==> config.mk <==
export PLATFORM = sky130hd
export DESIGN_NAME = bspt_node_ram
export DESIGN_NICKNAME = d
export VERILOG_FILES = /design/src/rtl/bspt_pkg.sv /design/src/rtl/bspt_node_ram.sv
export SDC_FILE = /design/constraint.sdc
export NUM_CORES = 2
export LEC_CHECK = 0
export ABC_AREA = 1
export ABC_CLOCK_PERIOD_IN_PS = 5100
export BUFFER_PORTS_ARGS = -buffer_cell sky130_fd_sc_hd__buf_2
export CELL_PAD_IN_SITES_DETAIL_PLACEMENT = 1
export CELL_PAD_IN_SITES_GLOBAL_PLACEMENT = 2
export CORE_MARGIN = 2
export CORE_UTILIZATION = 45
export DETAILED_ROUTE_END_ITERATION = 12
export PLACE_DENSITY_LB_ADDON = 0.1
export SYNTH_ARGS = -nofsm -noshare
export SYNTH_HDL_FRONTEND = slang
export SYNTH_MEMORY_MAX_BITS = 65536
export SYNTH_SLANG_ARGS = --single-unit
==> constraint.sdc <==
create_clock -name clk -period 5.1 [get_ports clk]
set_clock_uncertainty 0.05 [all_clocks]
set_input_delay 1.02 -clock clk [delete_from_list [all_inputs] [get_ports clk]]
set_output_delay 1.02 -clock clk [all_outputs]
set_load 0.05 [all_outputs]
==> src/rtl/bspt_pkg.sv <==
// ----------------------------------------------------------------------------
// BSP tree traversal package
// Shared constants, codes, types and helpers for the depth-order traversal.
// ----------------------------------------------------------------------------
`default_nettype none

package bspt_pkg;

  // Sizes of the tree, the result stream and the coordinate compare.
  localparam int MAX_LEAVES  = 64;
  localparam int NODE_SLOTS  = 128;
  localparam int COORD_BITS  = 32;
  localparam int STACK_DEPTH = 7;

  localparam int ADDR_W = $clog2(NODE_SLOTS);
  localparam int CHILD_W = ADDR_W + 1;
  localparam int LVL_W = $clog2(STACK_DEPTH + 1);
  localparam int SP_W = $clog2(STACK_DEPTH);
  localparam int CNT_W = $clog2(MAX_LEAVES + 1);

  // Action codes of an input item.
  localparam logic [1:0] ACT_CLEAR     = 2'd0;
  localparam logic [1:0] ACT_WRITE     = 2'd1;
  localparam logic [1:0] ACT_POINT     = 2'd2;
  localparam logic [1:0] ACT_DIRECTION = 2'd3;

  // Node kind codes.
  localparam logic [1:0] KIND_X    = 2'd0;
  localparam logic [1:0] KIND_Y    = 2'd1;
  localparam logic [1:0] KIND_LEAF = 2'd3;

  localparam logic [ADDR_W-1:0] ROOT_SLOT = ADDR_W'(1);

  typedef logic signed [COORD_BITS-1:0] coord_t;

  // One node memory entry.
  typedef struct packed {
    logic [1:0]  kind;
    logic [31:0] word;
  } node_t;

  // Access to the node memory.
  typedef struct packed {
    logic              wr_en;
    logic [ADDR_W-1:0] wr_addr;
    node_t             wr_node;
    logic              rd_en;
    logic [ADDR_W-1:0] rd_addr;
  } ram_req_t;

  // Events from the walker to the result buffer.
  typedef struct packed {
    logic        leaf;
    logic        done;
    logic [31:0] index;
  } evt_t;

  // Low COORD_BITS bits of a field, taken as a signed number.
  function automatic coord_t coord_of(input logic [31:0] raw);
    coord_of = coord_t'(raw[COORD_BITS-1:0]);
  endfunction

endpackage

`default_nettype wire

==> src/rtl/bspt_node_ram.sv <==
// ----------------------------------------------------------------------------
// BSP tree node memory
// One write port and one read port with a registered read.
// ----------------------------------------------------------------------------
`default_nettype none

module bspt_node_ram (
  input  wire logic              clk,
  input  wire bspt_pkg::ram_req_t req,
  output bspt_pkg::node_t         rd_node
);
  import bspt_pkg::*;

  node_t mem [NODE_SLOTS];

  // Write port.
  always_ff @(posedge clk) begin
    if (req.wr_en) begin
      mem[req.wr_addr] <= req.wr_node;
    end
  end

  // Read port; the data holds while no read is enabled.
  always_ff @(posedge clk) begin
    if (req.rd_en) begin
      rd_node <= mem[req.rd_addr];
    end
  end

endmodule

`default_nettype wire

==> impl_metrics.ini <==
[floorplan]
pin_count = 85
core-area_mm2 = 0.3885
die-width_um = 628.2
start_util = 0.4513
row_count = 229
dieArea_mm2 = 0.3947
dieHeight_um = 628.2

[route]
drc = 0
avgRoutedWirePerCell_um = 31.04
ant_nets = 0
num_vias = 119400
viasPerCell = 5.991
firstDrtPassIters = 6
dr.first_iter.drc_count = 12834
wl_um = 618600

[global_routing]
overflow = 0
grt_first_pass_wirelength_um = 881400
grt_pass1_vias = 121671
track_usage = 0.3082
antenna_found_initial = 43
grt_max_degree = 179

[job]
cap_violations = 0

[synth]
synth_common_cells = nand2_1, edfxtp_1, nand3_1
synth_nets = 14264
synth_area_leaders = edfxtp_1, nand3_1, nand2_1, buf_2, buf_4
syn_area_mm2 = 0.1753
synth_xor_area_frac = 0
synth_ff_type = edfxtp_1
synth_top_area_cell = edfxtp_1
synth_mux_area_frac = 0
synth_seq_cells = 4386
synthCells = 14213
yosys.area_share.simple = 0.2198
yosysMostFrequentCell = nand2_1
synth_cell_type_count = 16
syn_area_per_cell_um2 = 12.34
synth_top_area_share = 0.7511
seq_area_frac_synth = 0.7511
synth_top_family_by_area = simple AND/OR/NAND/NOR gates
synth-adder-area-share = 0
yosysWarnings = 0
async_flop_share = 0
synth_edf_count = 4386
synth-compound-area-share = 0

[critical_path]
crit_top_cell = nand3_1
end_kind = flop
reg2regPathDepth = 8
arrival_ps = 5080
crit_slowest_cell = nand3_1
crit_buf_inv = 5
startpoint_type = primary input
cp_max_fo = 81
max_stage_delay_ps = 600
cp_top_family = simple AND/OR/NAND/NOR gates
path_cells = buf_8, inv_16, buf_12, buf_12, buf_4, nand3_1, nand3_1, nand3_1, nand3_1, nand3_1, nand3_1, nand2_1
cp_num_cells = 12
required_ps = 5750
path_class = in2reg

[timing]
rsz0062_at_grt = false
finalHoldViolCount = 0
hold_slack_ps = 377.2
finalCritPeriodShare = 0.8686
fmax_mhz = 225.8
maxSlewViolCount = 0
min_period_ps = 4430
slew_headroom = 0.09488
setup_viol = 0
tightest_slew_ps = 1358

[pwr]
leakagePower_nw = 68.62
p_per_area_mw_per_mm2 = 393.9
ir_worst_vdd_mv = 0.3756

[cells_and_area]
syn2layout_area_growth_pct = 13.27
nets = 14330
stdcell_count = 19929
final_area_mm2 = 0.1986
final_core_util = 0.5112
drive_gt1_frac = 0.08931

[min_path]
holdCritPathClass = in2reg
whs_path_depth = 1

[clocking]
cts_tree = done
path_clk_slew_ps = 60
postCtsHoldBufs = 0
numCtsBuffers = 471
htreeDepth = 5
cts_setup_buffers = 0
ctsResizeCount = 0
cts_sinks = 4386
cts.root.buffer_cell = clkbuf_16
worstSkewPairLatency_ps = 1040
clockBufferDepth = 4

[placed_design]
io_buffer_count = 84
placed_cells_incl_taps = 19003
gp_congestion = 0.8246
place_area_mm2 = 0.1838
post-dp-hpwl_um = 347500

[status]
status = finished clean
-- worst register-to-register path: cells and delay by family, from the launching register on --
family / cells / cell delay (ps)
AND/OR/NAND/NOR: 8 / 2210
flip-flops: 1 / 370
-- power breakdown --
group	internal (mW)	total, mW	switching (mW)
clock	18.8	33.1	14.2
combinational	1.14	5.18	4.04
sequential	39.8	40.0	0.108
total	59.8	78.2	18.4
-- kinds of logic (layout without fill, tap and decap cells) --
family	count (synthesis)	after routing
buf+inv	989	1444
flops	4386	4386
other cells	0	64
simple gates	8838	8838
-- path summary, 6_finish.rpt --
| kind | slack, ps | start | endpoint |
|---|---|---|---|
| max reg2reg | 2200 | mem[111][23] | rd_node[23] |
| min | 380 | req[36] | mem[61][28] |
| max | 670 | req[1] | rd_node[23] |
| min reg2reg | 870 | mem[122][17] | rd_node[17] |
-- sequential cells by signal, indices dropped and copies added, names as in the netlist --
| signal | count |
|---|---|
| mem | 4352 |
| rd_node | 34 |
-- layout by cell type (no fill, tap or decap) --
| cell type | netlist | layout |
|---|---|---|
| nand2_1 | 4409 | 4401 |
| edfxtp_1 | 4386 | 4386 |
| nand3_1 | 4287 | 4287 |
| clkbuf_16 | 0 | 478 |
| buf_4 | 158 | 367 |
| buf_12 | 1 | 144 |
| clkbuf_1 | 142 | 136 |
| nor2_4 | 0 | 128 |
| clkinv_1 | 2 | 117 |
| clkinv_2 | 0 | 71 |
| diode_2 | 0 | 64 |
| buf_2 | 529 | 43 |
| bufinv_16 | 0 | 34 |
| inv_1 | 18 | 17 |
| nor3_1 | 8 | 8 |
| nand2_2 | 0 | 8 |
| inv_16 | 0 | 7 |
| clkinvlp_4 | 0 | 7 |
| nor2_1 | 134 | 6 |
| clkinv_8 | 0 | 5 |
| inv_6 | 0 | 5 |
| inv_8 | 0 | 4 |
| buf_8 | 0 | 3 |
| clkinv_16 | 0 | 2 |
| clkinv_4 | 0 | 2 |
| inv_2 | 2 | 1 |
| buf_6 | 12 | 1 |
-- per-stage QoR --
| stage | setup WS, ps | TNS (ps) | power [mW] |
|---|---|---|---|
| floorplan | 1545 | 0 | 43.13 |
| global placement | -98.06 | -98.06 | 45.74 |
| detailed placement | -209.0 | -209.0 | 45.85 |
| CTS | 849.3 | 0 | 78.65 |
| global route | 854.1 | 0 | 80.26 |
| finish | 670.4 | 0 | 78.22 |
-- cell type report --
cell class / count / area, um^2
fillers: 39280 / 189900
clock buffers: 614 / 12470
diodes: 64 / 160.2
inverters: 24 / 145.1
clock inverters: 248 / 2178
multi-input cells: 8838 / 39530
well taps: 5197 / 6502
repair buffers: 558 / 5909
flip-flops and latches: 4386 / 131700
-- routing by layer --
| metal | up-vias | wire length [um] | track usage |
|---|---|---|---|
| met5 | - | 40 | 0 |
| met4 | 6 | 24200 | 0.1108 |
| met3 | 910 | 41420 | 0.03647 |
| met2 | 4381 | 288500 | 0.4950 |
| met1 | 62895 | 264500 | 0.4348 |
| li1 | 51208 | - | - |
Power figures use the tool's default switching activity.
