### src/rtl/bspt_pkg.sv
// ----------------------------------------------------------------------------
// BSP tree traversal package
// Shared constants, codes, types and helpers for the depth-order traversal.
// ----------------------------------------------------------------------------
`default_nettype none

package bspt_pkg;

  // Sizes of the tree, the result stream and the coordinate compare.
  localparam int MAX_LEAVES  = 64;
  localparam int NODE_SLOTS  = 128;
  localparam int COORD_BITS  = 32;
  localparam int STACK_DEPTH = 7;

  localparam int ADDR_W = $clog2(NODE_SLOTS);
  localparam int CHILD_W = ADDR_W + 1;
  localparam int LVL_W = $clog2(STACK_DEPTH + 1);
  localparam int SP_W = $clog2(STACK_DEPTH);
  localparam int CNT_W = $clog2(MAX_LEAVES + 1);

  // Action codes of an input item.
  localparam logic [1:0] ACT_CLEAR     = 2'd0;
  localparam logic [1:0] ACT_WRITE     = 2'd1;
  localparam logic [1:0] ACT_POINT     = 2'd2;
  localparam logic [1:0] ACT_DIRECTION = 2'd3;

  // Node kind codes.
  localparam logic [1:0] KIND_X    = 2'd0;
  localparam logic [1:0] KIND_Y    = 2'd1;
  localparam logic [1:0] KIND_LEAF = 2'd3;

  localparam logic [ADDR_W-1:0] ROOT_SLOT = ADDR_W'(1);

  typedef logic signed [COORD_BITS-1:0] coord_t;

  // One node memory entry.
  typedef struct packed {
    logic [1:0]  kind;
    logic [31:0] word;
  } node_t;

  // Access to the node memory.
  typedef struct packed {
    logic              wr_en;
    logic [ADDR_W-1:0] wr_addr;
    node_t             wr_node;
    logic              rd_en;
    logic [ADDR_W-1:0] rd_addr;
  } ram_req_t;

  // Events from the walker to the result buffer.
  typedef struct packed {
    logic        leaf;
    logic        done;
    logic [31:0] index;
  } evt_t;

  // Low COORD_BITS bits of a field, taken as a signed number.
  function automatic coord_t coord_of(input logic [31:0] raw);
    coord_of = coord_t'(raw[COORD_BITS-1:0]);
  endfunction

endpackage

`default_nettype wire

### src/rtl/bspt_if.sv
// ----------------------------------------------------------------------------
// BSP tree traversal channels
// Valid/ready channel interfaces for query items and result items.
// ----------------------------------------------------------------------------
`default_nettype none


interface bspt_out_if;
  logic               valid;
  logic               ready;
  logic signed [31:0] particle_index;
  logic               last;
  logic               empty_res;

  modport source (
    output valid, particle_index, last, empty_res,
    input  ready
  );
  modport sink (
    input  valid, particle_index, last, empty_res,
    output ready
  );
endinterface

`default_nettype wire

### src/rtl/bspt_res_buf.sv
// ----------------------------------------------------------------------------
// BSP tree result buffer
// Holds one leaf until the next one or the end shows whether it is the last.
// ----------------------------------------------------------------------------
`default_nettype none

module bspt_res_buf (
  input  wire logic            clk,
  input  wire logic            rst,
  input  wire bspt_pkg::evt_t  evt,
  output logic                 buf_free,
  bspt_out_if.source           res
);
  import bspt_pkg::*;

  logic        hold_valid;
  logic [31:0] hold_index;
  logic        out_valid;
  logic [31:0] out_index;
  logic        out_last;
  logic        out_empty;

  // The output register can take a new result now or after this transfer.
  assign buf_free = !out_valid || res.ready;

  assign res.valid          = out_valid;
  assign res.particle_index = out_index;
  assign res.last           = out_last;
  assign res.empty_res      = out_empty;

  // Valid flags. Events only come while the output register is free.
  always_ff @(posedge clk) begin
    if (rst) begin
      hold_valid <= 1'b0;
      out_valid  <= 1'b0;
    end else begin
      if (evt.done) begin
        hold_valid <= 1'b0;
        out_valid  <= 1'b1;
      end else if (evt.leaf) begin
        hold_valid <= 1'b1;
        out_valid  <= hold_valid || (out_valid && !res.ready);
      end else if (res.ready) begin
        out_valid <= 1'b0;
      end
    end
  end

  // Payload: a held leaf moves out when a newer one arrives or at the end.
  always_ff @(posedge clk) begin
    if (evt.done) begin
      out_index <= hold_valid ? hold_index : 32'd0;
      out_last  <= 1'b1;
      out_empty <= !hold_valid;
    end else if (evt.leaf) begin
      hold_index <= evt.index;
      if (hold_valid) begin
        out_index <= hold_index;
        out_last  <= 1'b0;
        out_empty <= 1'b0;
      end
    end
  end

endmodule

`default_nettype wire

### src/flat_wrapper.sv
// flat-port wrapper written by rule: the top's interface ports become plain ports
module bspt_res_buf_flat import bspt_pkg::*;
  (clk, rst, evt, buf_free, res_valid, res_particle_index, res_last, res_empty_res, res_ready);
  bspt_out_if res_i ();
  input  wire logic clk;
  input  wire logic rst;
  input  wire bspt_pkg::evt_t evt;
  output logic buf_free;
  output wire logic [$bits(res_i.valid)-1:0] res_valid;
  output wire logic [$bits(res_i.particle_index)-1:0] res_particle_index;
  output wire logic [$bits(res_i.last)-1:0] res_last;
  output wire logic [$bits(res_i.empty_res)-1:0] res_empty_res;
  input wire logic [$bits(res_i.ready)-1:0] res_ready;
  assign res_valid = res_i.valid;
  assign res_particle_index = res_i.particle_index;
  assign res_last = res_i.last;
  assign res_empty_res = res_i.empty_res;
  assign res_i.ready = res_ready;
  bspt_res_buf u_core (.clk(clk), .rst(rst), .evt(evt), .buf_free(buf_free), .res(res_i));
endmodule
### config.mk
export PLATFORM = sky130hd
export DESIGN_NAME = bspt_res_buf_flat
export DESIGN_NICKNAME = d
export VERILOG_FILES = /design/src/rtl/bspt_pkg.sv /design/src/rtl/bspt_if.sv /design/src/rtl/bspt_res_buf.sv /design/src/flat_wrapper.sv
export SDC_FILE = /design/constraint.sdc
export NUM_CORES = 1
export LEC_CHECK = 0
export ABC_AREA = 1
export BUFFER_PORTS_ARGS = -buffer_cell sky130_fd_sc_hd__buf_4
export CELL_PAD_IN_SITES_DETAIL_PLACEMENT = 2
export CELL_PAD_IN_SITES_GLOBAL_PLACEMENT = 2
export CORE_MARGIN = 4
export CORE_UTILIZATION = 35
export CTS_BUF_LIST = sky130_fd_sc_hd__clkbuf_8
export CTS_CLUSTER_SIZE = 10
export DETAILED_ROUTE_END_ITERATION = 8
export GPL_TIMING_DRIVEN = 0
export PLACE_DENSITY_LB_ADDON = 0.05
export SETUP_SLACK_MARGIN = 0.4
export SYNTH_ARGS = -nofsm -noshare
export SYNTH_HDL_FRONTEND = slang
export SYNTH_SLANG_ARGS = --single-unit
### constraint.sdc
create_clock -name clk -period 2.5 [get_ports clk]
set_input_delay 0.125 -clock clk [delete_from_list [all_inputs] [get_ports clk]]
set_output_delay 0.125 -clock clk [all_outputs]
set_load 0.005 [all_outputs]
==> flow_summary.json <==
{
  "rrSetupSlack_ps": 890,
  "slew_viol_final": 0,
  "grt_remaining_overflow": 0,
  "h-tree-depth": 3,
  "ctsResizeCount": 0,
  "path_max_fanout": 22,
  "setup-violations-final": 0,
  "root_buffer": "clkbuf_8",
  "clk_pin_slew_ps": 70,
  "clk_latency_ps": 330,
  "yosysUniqueCellTypes": 11,
  "io_buffer_count": 72,
  "final_nets": 305,
  "drive_gt1_share_pct": 35.2,
  "drv_cap": 0,
  "synth_seq_cells": 68,
  "clk_path_buf_depth": 2,
  "worstPathRequired_ps": 2590,
  "fill_cells": 589,
  "hold_violations": 0,
  "seq_area_frac_synth_pct": 85.1,
  "mostFrequentLayoutCells": "buf_4 (72), edfxtp_1 (65), inv_1 (37), dlygate4sd3_1 (34), nor2_1 (32)",
  "first_global_vias": 1769,
  "synthesis.nets": 187,
  "drtIter0Drc": 54,
  "hold_class": "in2reg",
  "place.gp.congestion": 0.683,
  "start_util_pct": 36.6,
  "fin_hold_ws_ps": 81.8,
  "max_freq_ghz": 0.617,
  "grt_usage_pct": 14.8,
  "antenna_cells": 0,
  "dieHeight_um": 90.2,
  "arrival_ps": 1710,
  "p_total_mw": 2.36,
  "worstSetupEndpointType": "flop",
  "cts_buffers": 9,
  "first_pass_iters": 3,
  "placed_area_um2": 3040,
  "p_leak_nw": 1.54,
  "antenna_found_initial": 0,
  "drc": 0,
  "dp_hpwl_um": 3780,
  "synth_area_um2": 2360,
  "critPathLaunchType": "input pin",
  "wirelength_um": 5610,
  "synth_cells": 150,
  "rsz0062_at_grt": "false",
  "status": "finished, final reports clean",
  "grt_pass1_wl_um": 9060,
  "fp.dieArea_um2": 8140,
  "grt_max_degree": 33,
  "post_cts_buffers": 0,
  "ys_warn_count": 0,
  "tns_ps": 0,
  "power.density_nw_per_um2": 668,
  "wl_per_cell_um": 16.0,
  "num_rows": 29,
  "peakVddDrop_mv": 0.455,
  "maxSlewHeadroom_pct": 39.5,
  "vias": 1522,
  "fin_crit_sh_pct": 64.8,
  "fin_skew_ps": 5.80,
  "ios": 73,
  "syn_to_final_growth_pct": 49.6,
  "final_common_cell": "buf_4",
  "cts_tree": "done",
  "worst_pin_slew_ps": 905,
  "antenna_left": 0,
  "die_x_um": 90.2,
  "vias_per_cell": 4.35,
  "cts_sinks": 68,
  "min_period_ps": 1620,
  "syn_area_per_cell_um2": 15.8,
  "fin_area_um2": 3540,
  "criticalPathCategory": "in2reg",
  "coreArea_um2": 6460
}
==> routing by layer <==
metal | routed length, µm | GRT usage, %
met5 | 0 | 0
met1 | 1960 | 14.3
met4 | 110 | 5.10
met2 | 3080 | 27.3
met3 | 457 | 7.01
==> sequential cells by signal, summed over array words and instances, names as in the netlist <==
name and cells:
u_core.hold_valid 1, u_core.hold_index 32, u_core.res.last 1, u_core.res.particle_index 32
u_core.res.empty_res 1, u_core.res.valid 1
==> per-stage QoR <==
step	utilization (%)	std cells	setup WS (ps)
after floorplan	-	150	564
after global placement	46.5	299	-214
after detailed placement	47.0	300	907
after CTS	54.8	350	885
after global routing	54.8	350	752
final	54.8	350	879
==> area by class of cell <==
| class | instances | area (µm²) | share of cell area, % |
|---|---|---|---|
| clock buffers | 9 | 124 | 3.50 |
| plain buffers | 3 | 37.5 | 1.06 |
| multi-input cells | 43 | 188 | 5.31 |
| inverters | 36 | 135 | 3.82 |
| well taps | 77 | 96.3 | 2.72 |
| clock inverters | 7 | 36.3 | 1.03 |
| flip-flops and latches | 68 | 2010 | 56.9 |
| repair buffers | 107 | 908 | 25.7 |
==> synth_stat cells, drive strengths merged <==
cell | number | area (µm²)
edfxtp | 65 | 1950
nand2 | 4 | 15.0
nor3 | 1 | 5.00
dfxtp | 3 | 60.1
buf | 3 | 37.5
nor2 | 38 | 160
inv | 36 | 135
==> kinds of logic (layout without fill, tap and decap cells) <==
kind of cell	Yosys count	after routing	synth area share, %
buf+inv	39	162	7.30
flops	68	68	85.1
simple gates	43	43	7.62
==> timing repair <==
item	in CTS	in global routing
hold buffers	34	0
endpoints found under the setup margin	0	0
hold endpoints to repair	34	0
==> worst paths after layout <==
kind / startpoint / end / cells past startpoint
setup / recovery: evt[32] / u_core.res.particle_index[16]$_DFFE_PP_ / 5
hold / removal: res_ready / u_core.res.valid$_SDFFE_PP0P_ / 4
setup reg to reg: u_core.hold_valid$_SDFFE_PP0P_ / u_core.res.particle_index[16]$_DFFE_PP_ / 3
hold reg to reg: u_core.res.last$_SDFFE_PP1P_ / u_core.res.last$_SDFFE_PP1P_ / 2
==> report_power, final <==
| part | leakage [nW] | total [mW] | internal [mW] | switching, mW |
|---|---|---|---|---|
| Sequential | 0.662 | 1.37 | 1.34 | 0.0261 |
| Clock | 0.0850 | 0.738 | 0.345 | 0.393 |
| Combinational | 0.798 | 0.256 | 0.148 | 0.108 |
==> critical path, stage by stage <==
cell and delay [ps]:
dlygate4sd3_1 550, buf_4 160, inv_2 90, nand2_1 420
buf_16 350
Note: power is estimated with default switching activity, not from simulation.
