**src/rtl/bspt_pkg.sv**
```systemverilog
// ----------------------------------------------------------------------------
// BSP tree traversal package
// Shared constants, codes, types and helpers for the depth-order traversal.
// ----------------------------------------------------------------------------
`default_nettype none

package bspt_pkg;

  // Sizes of the tree, the result stream and the coordinate compare.
  localparam int MAX_LEAVES  = 64;
  localparam int NODE_SLOTS  = 128;
  localparam int COORD_BITS  = 32;
  localparam int STACK_DEPTH = 7;

  localparam int ADDR_W = $clog2(NODE_SLOTS);
  localparam int CHILD_W = ADDR_W + 1;
  localparam int LVL_W = $clog2(STACK_DEPTH + 1);
  localparam int SP_W = $clog2(STACK_DEPTH);
  localparam int CNT_W = $clog2(MAX_LEAVES + 1);

  // Action codes of an input item.
  localparam logic [1:0] ACT_CLEAR     = 2'd0;
  localparam logic [1:0] ACT_WRITE     = 2'd1;
  localparam logic [1:0] ACT_POINT     = 2'd2;
  localparam logic [1:0] ACT_DIRECTION = 2'd3;

  // Node kind codes.
  localparam logic [1:0] KIND_X    = 2'd0;
  localparam logic [1:0] KIND_Y    = 2'd1;
  localparam logic [1:0] KIND_LEAF = 2'd3;

  localparam logic [ADDR_W-1:0] ROOT_SLOT = ADDR_W'(1);

  typedef logic signed [COORD_BITS-1:0] coord_t;

  // One node memory entry.
  typedef struct packed {
    logic [1:0]  kind;
    logic [31:0] word;
  } node_t;

  // Access to the node memory.
  typedef struct packed {
    logic              wr_en;
    logic [ADDR_W-1:0] wr_addr;
    node_t             wr_node;
    logic              rd_en;
    logic [ADDR_W-1:0] rd_addr;
  } ram_req_t;

  // Events from the walker to the result buffer.
  typedef struct packed {
    logic        leaf;
    logic        done;
    logic [31:0] index;
  } evt_t;

  // Low COORD_BITS bits of a field, taken as a signed number.
  function automatic coord_t coord_of(input logic [31:0] raw);
    coord_of = coord_t'(raw[COORD_BITS-1:0]);
  endfunction

endpackage

`default_nettype wire

```
**src/rtl/bspt_if.sv**
```systemverilog
// ----------------------------------------------------------------------------
// BSP tree traversal channels
// Valid/ready channel interfaces for query items and result items.
// ----------------------------------------------------------------------------
`default_nettype none

interface bspt_in_if;
  logic               valid;
  logic               ready;
  logic [1:0]         action;
  logic [6:0]         node_slot;
  logic [1:0]         node_kind;
  logic signed [31:0] node_word;
  logic signed [31:0] ref_x;
  logic signed [31:0] ref_y;
  logic signed [31:0] ref_z;

  modport source (
    output valid, action, node_slot, node_kind, node_word, ref_x, ref_y, ref_z,
    input  ready
  );
  modport sink (
    input  valid, action, node_slot, node_kind, node_word, ref_x, ref_y, ref_z,
    output ready
  );
endinterface


`default_nettype wire

```
**src/rtl/bspt_walker.sv**
```systemverilog
// ----------------------------------------------------------------------------
// BSP tree walker
// Takes input items, loads nodes, and walks the tree one node per cycle while the result buffer is free.
// ----------------------------------------------------------------------------
`default_nettype none

module bspt_walker (
  input  wire logic              clk,
  input  wire logic              rst,
  bspt_in_if.sink                req,
  input  wire bspt_pkg::node_t   rd_node,
  input  wire logic              buf_free,
  output bspt_pkg::ram_req_t     ram_req,
  output bspt_pkg::evt_t         evt
);
  import bspt_pkg::*;

  localparam logic [1:0] S_IDLE   = 2'd0;
  localparam logic [1:0] S_WALK   = 2'd1;
  localparam logic [1:0] S_FINISH = 2'd2;

  logic [1:0]        state, state_next;
  logic [ADDR_W-1:0] cur, cur_next;
  logic [LVL_W-1:0]  level, level_next;
  logic [CNT_W-1:0]  count, count_next;
  logic              present, present_next;
  logic              dir;
  coord_t            ref_c [3];
  logic [ADDR_W-1:0] stack [STACK_DEPTH];

  logic              push_en;
  logic [ADDR_W-1:0] push_slot;

  // Split decision and child slots of the node on the read port.
  coord_t            sel_ref;
  coord_t            thr;
  logic              go_lo;
  logic [CHILD_W-1:0] lo_child, hi_child, first, second;
  logic              first_ok, second_ok;

  always_comb begin
    case (rd_node.kind)
      KIND_X:  sel_ref = ref_c[0];
      KIND_Y:  sel_ref = ref_c[1];
      default: sel_ref = ref_c[2];
    endcase
    thr       = dir ? '0 : coord_of(rd_node.word);
    go_lo     = sel_ref > thr;
    lo_child  = {cur, 1'b0};
    hi_child  = lo_child + CHILD_W'(1);
    first     = go_lo ? lo_child : hi_child;
    second    = go_lo ? hi_child : lo_child;
    first_ok  = first < CHILD_W'(NODE_SLOTS);
    second_ok = second < CHILD_W'(NODE_SLOTS);
  end

  assign req.ready = (state == S_IDLE);

  // Sequencer: one node evaluated and the next one read in each cycle while the result buffer is free.
  always_comb begin
    logic              have_next;
    logic [ADDR_W-1:0] next_slot;

    have_next    = 1'b0;
    next_slot    = cur;
    state_next   = state;
    cur_next     = cur;
    level_next   = level;
    count_next   = count;
    present_next = present;
    push_en      = 1'b0;
    push_slot    = second[ADDR_W-1:0];

    ram_req.wr_en        = 1'b0;
    ram_req.wr_addr      = req.node_slot[ADDR_W-1:0];
    ram_req.wr_node.kind = req.node_kind;
    ram_req.wr_node.word = req.node_word;
    ram_req.rd_en        = 1'b0;
    ram_req.rd_addr      = cur;

    evt.leaf  = 1'b0;
    evt.done  = 1'b0;
    evt.index = rd_node.word;

    case (state)
      S_IDLE: begin
        if (req.valid) begin
          case (req.action)
            ACT_CLEAR: begin
              present_next = 1'b0;
            end
            ACT_WRITE: begin
              if (req.node_slot != 7'd0 &&
                  {1'b0, req.node_slot} < 8'(NODE_SLOTS)) begin
                ram_req.wr_en = 1'b1;
                present_next  = 1'b1;
              end
            end
            default: begin
              if (present) begin
                ram_req.rd_en   = 1'b1;
                ram_req.rd_addr = ROOT_SLOT;
                cur_next        = ROOT_SLOT;
                level_next      = '0;
                count_next      = '0;
                state_next      = S_WALK;
              end else begin
                state_next = S_FINISH;
              end
            end
          endcase
        end
      end

      S_WALK: begin
        if (buf_free) begin
          if (rd_node.kind == KIND_LEAF) begin
            evt.leaf   = 1'b1;
            count_next = count + CNT_W'(1);
          end else if (first_ok) begin
            have_next = 1'b1;
            next_slot = first[ADDR_W-1:0];
            if (second_ok && level < LVL_W'(STACK_DEPTH)) begin
              push_en    = 1'b1;
              level_next = level + LVL_W'(1);
            end
          end else if (second_ok && level < LVL_W'(STACK_DEPTH)) begin
            // Pushing the second child and popping it at once.
            have_next = 1'b1;
            next_slot = second[ADDR_W-1:0];
          end

          if (rd_node.kind == KIND_LEAF && count == CNT_W'(MAX_LEAVES - 1)) begin
            state_next = S_FINISH;
          end else if (!have_next && level == '0) begin
            state_next = S_FINISH;
          end else begin
            if (!have_next) begin
              level_next = level - LVL_W'(1);
              next_slot  = stack[SP_W'(level - LVL_W'(1))];
            end
            ram_req.rd_en   = 1'b1;
            ram_req.rd_addr = next_slot;
            cur_next        = next_slot;
          end
        end
      end

      S_FINISH: begin
        if (buf_free) begin
          evt.done   = 1'b1;
          state_next = S_IDLE;
        end
      end

      default: begin
        state_next = S_IDLE;
      end
    endcase
  end

  // Control state.
  always_ff @(posedge clk) begin
    if (rst) begin
      state   <= S_IDLE;
      level   <= '0;
      count   <= '0;
      present <= 1'b0;
    end else begin
      state   <= state_next;
      level   <= level_next;
      count   <= count_next;
      present <= present_next;
    end
  end

  // Current slot, stack of deferred children and the query captured at accept.
  always_ff @(posedge clk) begin
    cur <= cur_next;
    if (push_en) begin
      stack[SP_W'(level)] <= push_slot;
    end
    if (state == S_IDLE && req.valid) begin
      dir      <= (req.action == ACT_DIRECTION);
      ref_c[0] <= coord_of(req.ref_x);
      ref_c[1] <= coord_of(req.ref_y);
      ref_c[2] <= coord_of(req.ref_z);
    end
  end

endmodule

`default_nettype wire

```
**src/flat_wrapper.sv**
```systemverilog
// flat-port wrapper written by rule: the top's interface ports become plain ports
module bspt_walker_flat import bspt_pkg::*;
  (clk, rst, rd_node, buf_free, ram_req, evt, req_valid, req_action, req_node_slot, req_node_kind, req_node_word, req_ref_x, req_ref_y, req_ref_z, req_ready);
  bspt_in_if req_i ();
  input  wire logic clk;
  input  wire logic rst;
  input  wire bspt_pkg::node_t rd_node;
  input  wire logic buf_free;
  output bspt_pkg::ram_req_t ram_req;
  output bspt_pkg::evt_t evt;
  input wire logic [$bits(req_i.valid)-1:0] req_valid;
  input wire logic [$bits(req_i.action)-1:0] req_action;
  input wire logic [$bits(req_i.node_slot)-1:0] req_node_slot;
  input wire logic [$bits(req_i.node_kind)-1:0] req_node_kind;
  input wire logic [$bits(req_i.node_word)-1:0] req_node_word;
  input wire logic [$bits(req_i.ref_x)-1:0] req_ref_x;
  input wire logic [$bits(req_i.ref_y)-1:0] req_ref_y;
  input wire logic [$bits(req_i.ref_z)-1:0] req_ref_z;
  output wire logic [$bits(req_i.ready)-1:0] req_ready;
  assign req_i.valid = req_valid;
  assign req_i.action = req_action;
  assign req_i.node_slot = req_node_slot;
  assign req_i.node_kind = req_node_kind;
  assign req_i.node_word = req_node_word;
  assign req_i.ref_x = req_ref_x;
  assign req_i.ref_y = req_ref_y;
  assign req_i.ref_z = req_ref_z;
  assign req_ready = req_i.ready;
  bspt_walker u_core (.clk(clk), .rst(rst), .req(req_i), .rd_node(rd_node), .buf_free(buf_free), .ram_req(ram_req), .evt(evt));
endmodule
```
**config.mk**
```make
export PLATFORM = sky130hd
export DESIGN_NAME = bspt_walker_flat
export DESIGN_NICKNAME = d
export VERILOG_FILES = /design/src/rtl/bspt_pkg.sv /design/src/rtl/bspt_if.sv /design/src/rtl/bspt_walker.sv /design/src/flat_wrapper.sv
export SDC_FILE = /design/constraint.sdc
export NUM_CORES = 1
export LEC_CHECK = 0
export BUFFER_PORTS_ARGS = -buffer_cell sky130_fd_sc_hd__buf_2
export CORE_AREA = 2 2 125 127
export CTS_CLUSTER_SIZE = 30
export DETAILED_ROUTE_END_ITERATION = 10
export DIE_AREA = 0 0 127 129
export PLACE_DENSITY = 0.88
export SETUP_SLACK_MARGIN = 0.02
export SLEW_MARGIN = 20
export SYNTH_ARGS = -nofsm -noshare
export SYNTH_HDL_FRONTEND = slang
export SYNTH_SLANG_ARGS = --single-unit
```
**constraint.sdc**
```tcl
create_clock -name clk -period 7.9 [get_ports clk]
set_input_delay 1.58 -clock clk [delete_from_list [all_inputs] [get_ports clk]]
set_output_delay 1.58 -clock clk [all_outputs]
set_load 0.005 [all_outputs]
```
==> reports/metrics.yaml <==
yosys:
  synth_common_cells: "edfxtp_1, buf_4, nand2_1"
  async_flop_share: 0
  synth_nets: 855
  ys_seq_elements: 166
  synthFlopType: "edfxtp_1"
  syn_inst: 642
  synthTopCellsByArea: "edfxtp_1, buf_4, ha_1"
  synth_area_per_cell_um2: 12.63
  ys_warn_count: 0
  yosysTopAreaCell: "edfxtp_1"
  yosys.cell_types.count: 47
  ys_seq_area_frac: 0.5987
  synth.cell_area_um2: 8109
  synth_top_area_share: 0.5666
  synth_edf_count: 153
  yosysMostFrequentCell: "edfxtp_1"
clocking:
  cts_resized: 0
  clk_path_buf_depth: 2
  cts_hold_buf: 0
  cts_buffers: 17
  cts-root-buf: "clkbuf_16"
  cts_tree: "built"
  post-cts-setup-buffers: 0
  path_clk_slew_ns: 0.06
  worstSkewPairLatency_ns: 0.43
  htreeDepth: 4
  cts_sinks: 166
setup_path:
  crit_chain: "buf_2, o21ai_0, ha_1, nand4_1, nor4_1, a21bo_2, o211ai_1, a21oi_1, xor2_1, a31o_1, a21oi_2, buf_2"
  startpoint_type: "primary input"
  worstSetupPathType: "primary input to primary output"
  cpMaxStageDelayCell: "buf_2"
  end_kind: "primary output"
  slowest_delay_ns: 0.75
  required_ns: 6.32
  cp_data_arrival_time_ns: 4.87
  crit_top_cell: "buf_2"
  cp_max_fo: 66
floorplanning:
  fp-row-count: 45
  die_h_um: 129
  start_util: 0.5414
  die-area_um2: 16380
  ioPinCount: 262
  core_um2: 14980
  die_x_um: 127
sta:
  post-route-min-period_ns: 6.450
  clock.fmax_ghz: 0.1550
  slew_headroom: 0.3015
  hold_viol: 0
  fin_crit_sh: 0.8165
  slew_viol_final: 0
  rsz0062_at_grt: "no"
  fin_skew_ns: 0.009328
  finalSetupTns_ns: 0
  hold_ws_ns: 0.4907
  tightest_slew_ns: 1.048
  setup_violations: 0
drt:
  drcViolationCount: 0
  vias_per_cell: 5.532
  ant_nets: 0
  detail_route.wirelength_mm: 16.98
  drt_iter0_markers: 340
  wl_per_cell_um: 17.71
  drtPass1Iterations: 4
  vias: 5305
grt:
  antenna_found_initial: 0
  grt_usage: 0.2118
  grt_pass1_wl_mm: 26.05
  grt_pass1_vias: 5216
  grt_max_degree: 79
  overflow: 0
cells_and_area:
  finalNonFillerCells: 959
  diodes: 0
  final_cell_area_um2: 9289
  final_util: 0.6202
  area_growth_pct: 14.55
  final_nets: 972
  fillers: 1150
  drive_gt1_frac: 0.3165
worst_hold_path:
  min_path_type: "flop to flop"
placement:
  placed_cells: 928
  detailed_place_hpwl_mm: 12.18
  gp_congestion: 0.9256
  post_dp_cell_area_um2: 8710
  io_buffers: 193
power_and_ir_drop:
  pwr_density_cell_nw_per_um2: 216.6
  p_leak_nw: 3.666
  peakVddDrop_mv: 0.1835
status:
  outcome: "complete, no violations"
flow_run:
  cap_violations: 0
-- state kept, by name, summed over array words and instances, names as in the netlist --
name	flops
u_core.dir	1
u_core.state	2
u_core.present	1
u_core.stack	49
u_core.ref_c	96
u_core.level	3
u_core.cur	7
u_core.count	7
-- cell type report --
cell class,instances,area (um^2),area share
clock buffers,19,432.9,0.04661
clock inverters,12,130.1,0.01401
inverters,10,40.04,0.004310
multi-input cells,366,2590,0.2788
flip-flops and latches,166,4855,0.5226
well taps,188,235.2,0.02532
repair buffers,198,1006,0.1083
-- cells in the final DEF, fill, tap and decap left out, types with 5 or more instances in the layout --
master     instances
a22o_1             5
nand2b_1          35
nand3_1            8
buf_2            192
buf_4              6
mux4_2             7
dfxtp_1           13
a21oi_1           23
nor3_1            11
o21ai_0           37
a211oi_1          15
ha_1              36
nand2_1           58
edfxtp_1         153
nand4_1            7
mux2i_1           39
inv_1              9
clkbuf_16         17
nor2_1            32
-- power breakdown --
group          switching, mW  leakage [nW]  internal [mW]  total, mW
Combinational          0.109          1.85         0.0864      0.196
Clock                  0.332         0.265          0.463      0.795
Sequential            0.0158          1.55           1.01       1.02
Total                  0.457          3.67           1.56       2.01
-- metrics by stage --
stage                     setup slack [ns]  power (mW)
final                                1.450       2.012
after global routing                 1.095       2.088
after CTS                            1.167       2.028
after detailed placement             1.168       1.236
after global placement               1.171       1.231
after floorplan                      1.612       1.175
-- critical path, delay by kind of cell --
kind / cells / cell delay, ns
XOR/XNOR: 1 / 0.16
buffers and inverters: 2 / 0.90
adder cells (fa/ha/maj): 1 / 0.35
AO/OA/AOI/OAI: 6 / 1.24
AND/OR/NAND/NOR: 2 / 0.58
-- routing by layer --
| layer | global-route usage | vias up | share of wire |
|---|---|---|---|
| met3 | 0.05322 | 55 | 0.073 |
| li1 | - | 2528 | - |
| met5 | 0 | - | 0 |
| met4 | 0.1215 | 0 | 0.037 |
| met1 | 0.2482 | 2478 | 0.38 |
| met2 | 0.3580 | 244 | 0.51 |
-- worst paths after layout --
kind / depth (start not counted) / slack [ns] / start / end
max: 12 / 1.45 / rd_node[33] / ram_req[0]
min: 2 / 0.49 / u_core.count[1] / u_core.count[1]
max reg2reg: 10 / 4.68 / u_core.dir / u_core.cur[0]
min reg2reg: 2 / 0.49 / u_core.count[1] / u_core.count[1]
-- kinds of logic after synthesis --
kind of cell               Yosys count  synth area share
and+or+nand+nor                    177            0.1083
adders and majority gates           36           0.05555
xor gates and xnor gates             8          0.008640
muxes                               46           0.06758
AOI/OAI and AO/OA                   99           0.07530
buffers and inverters              110           0.08594
DFF                                166            0.5987
Power figures use the tool's default switching activity.
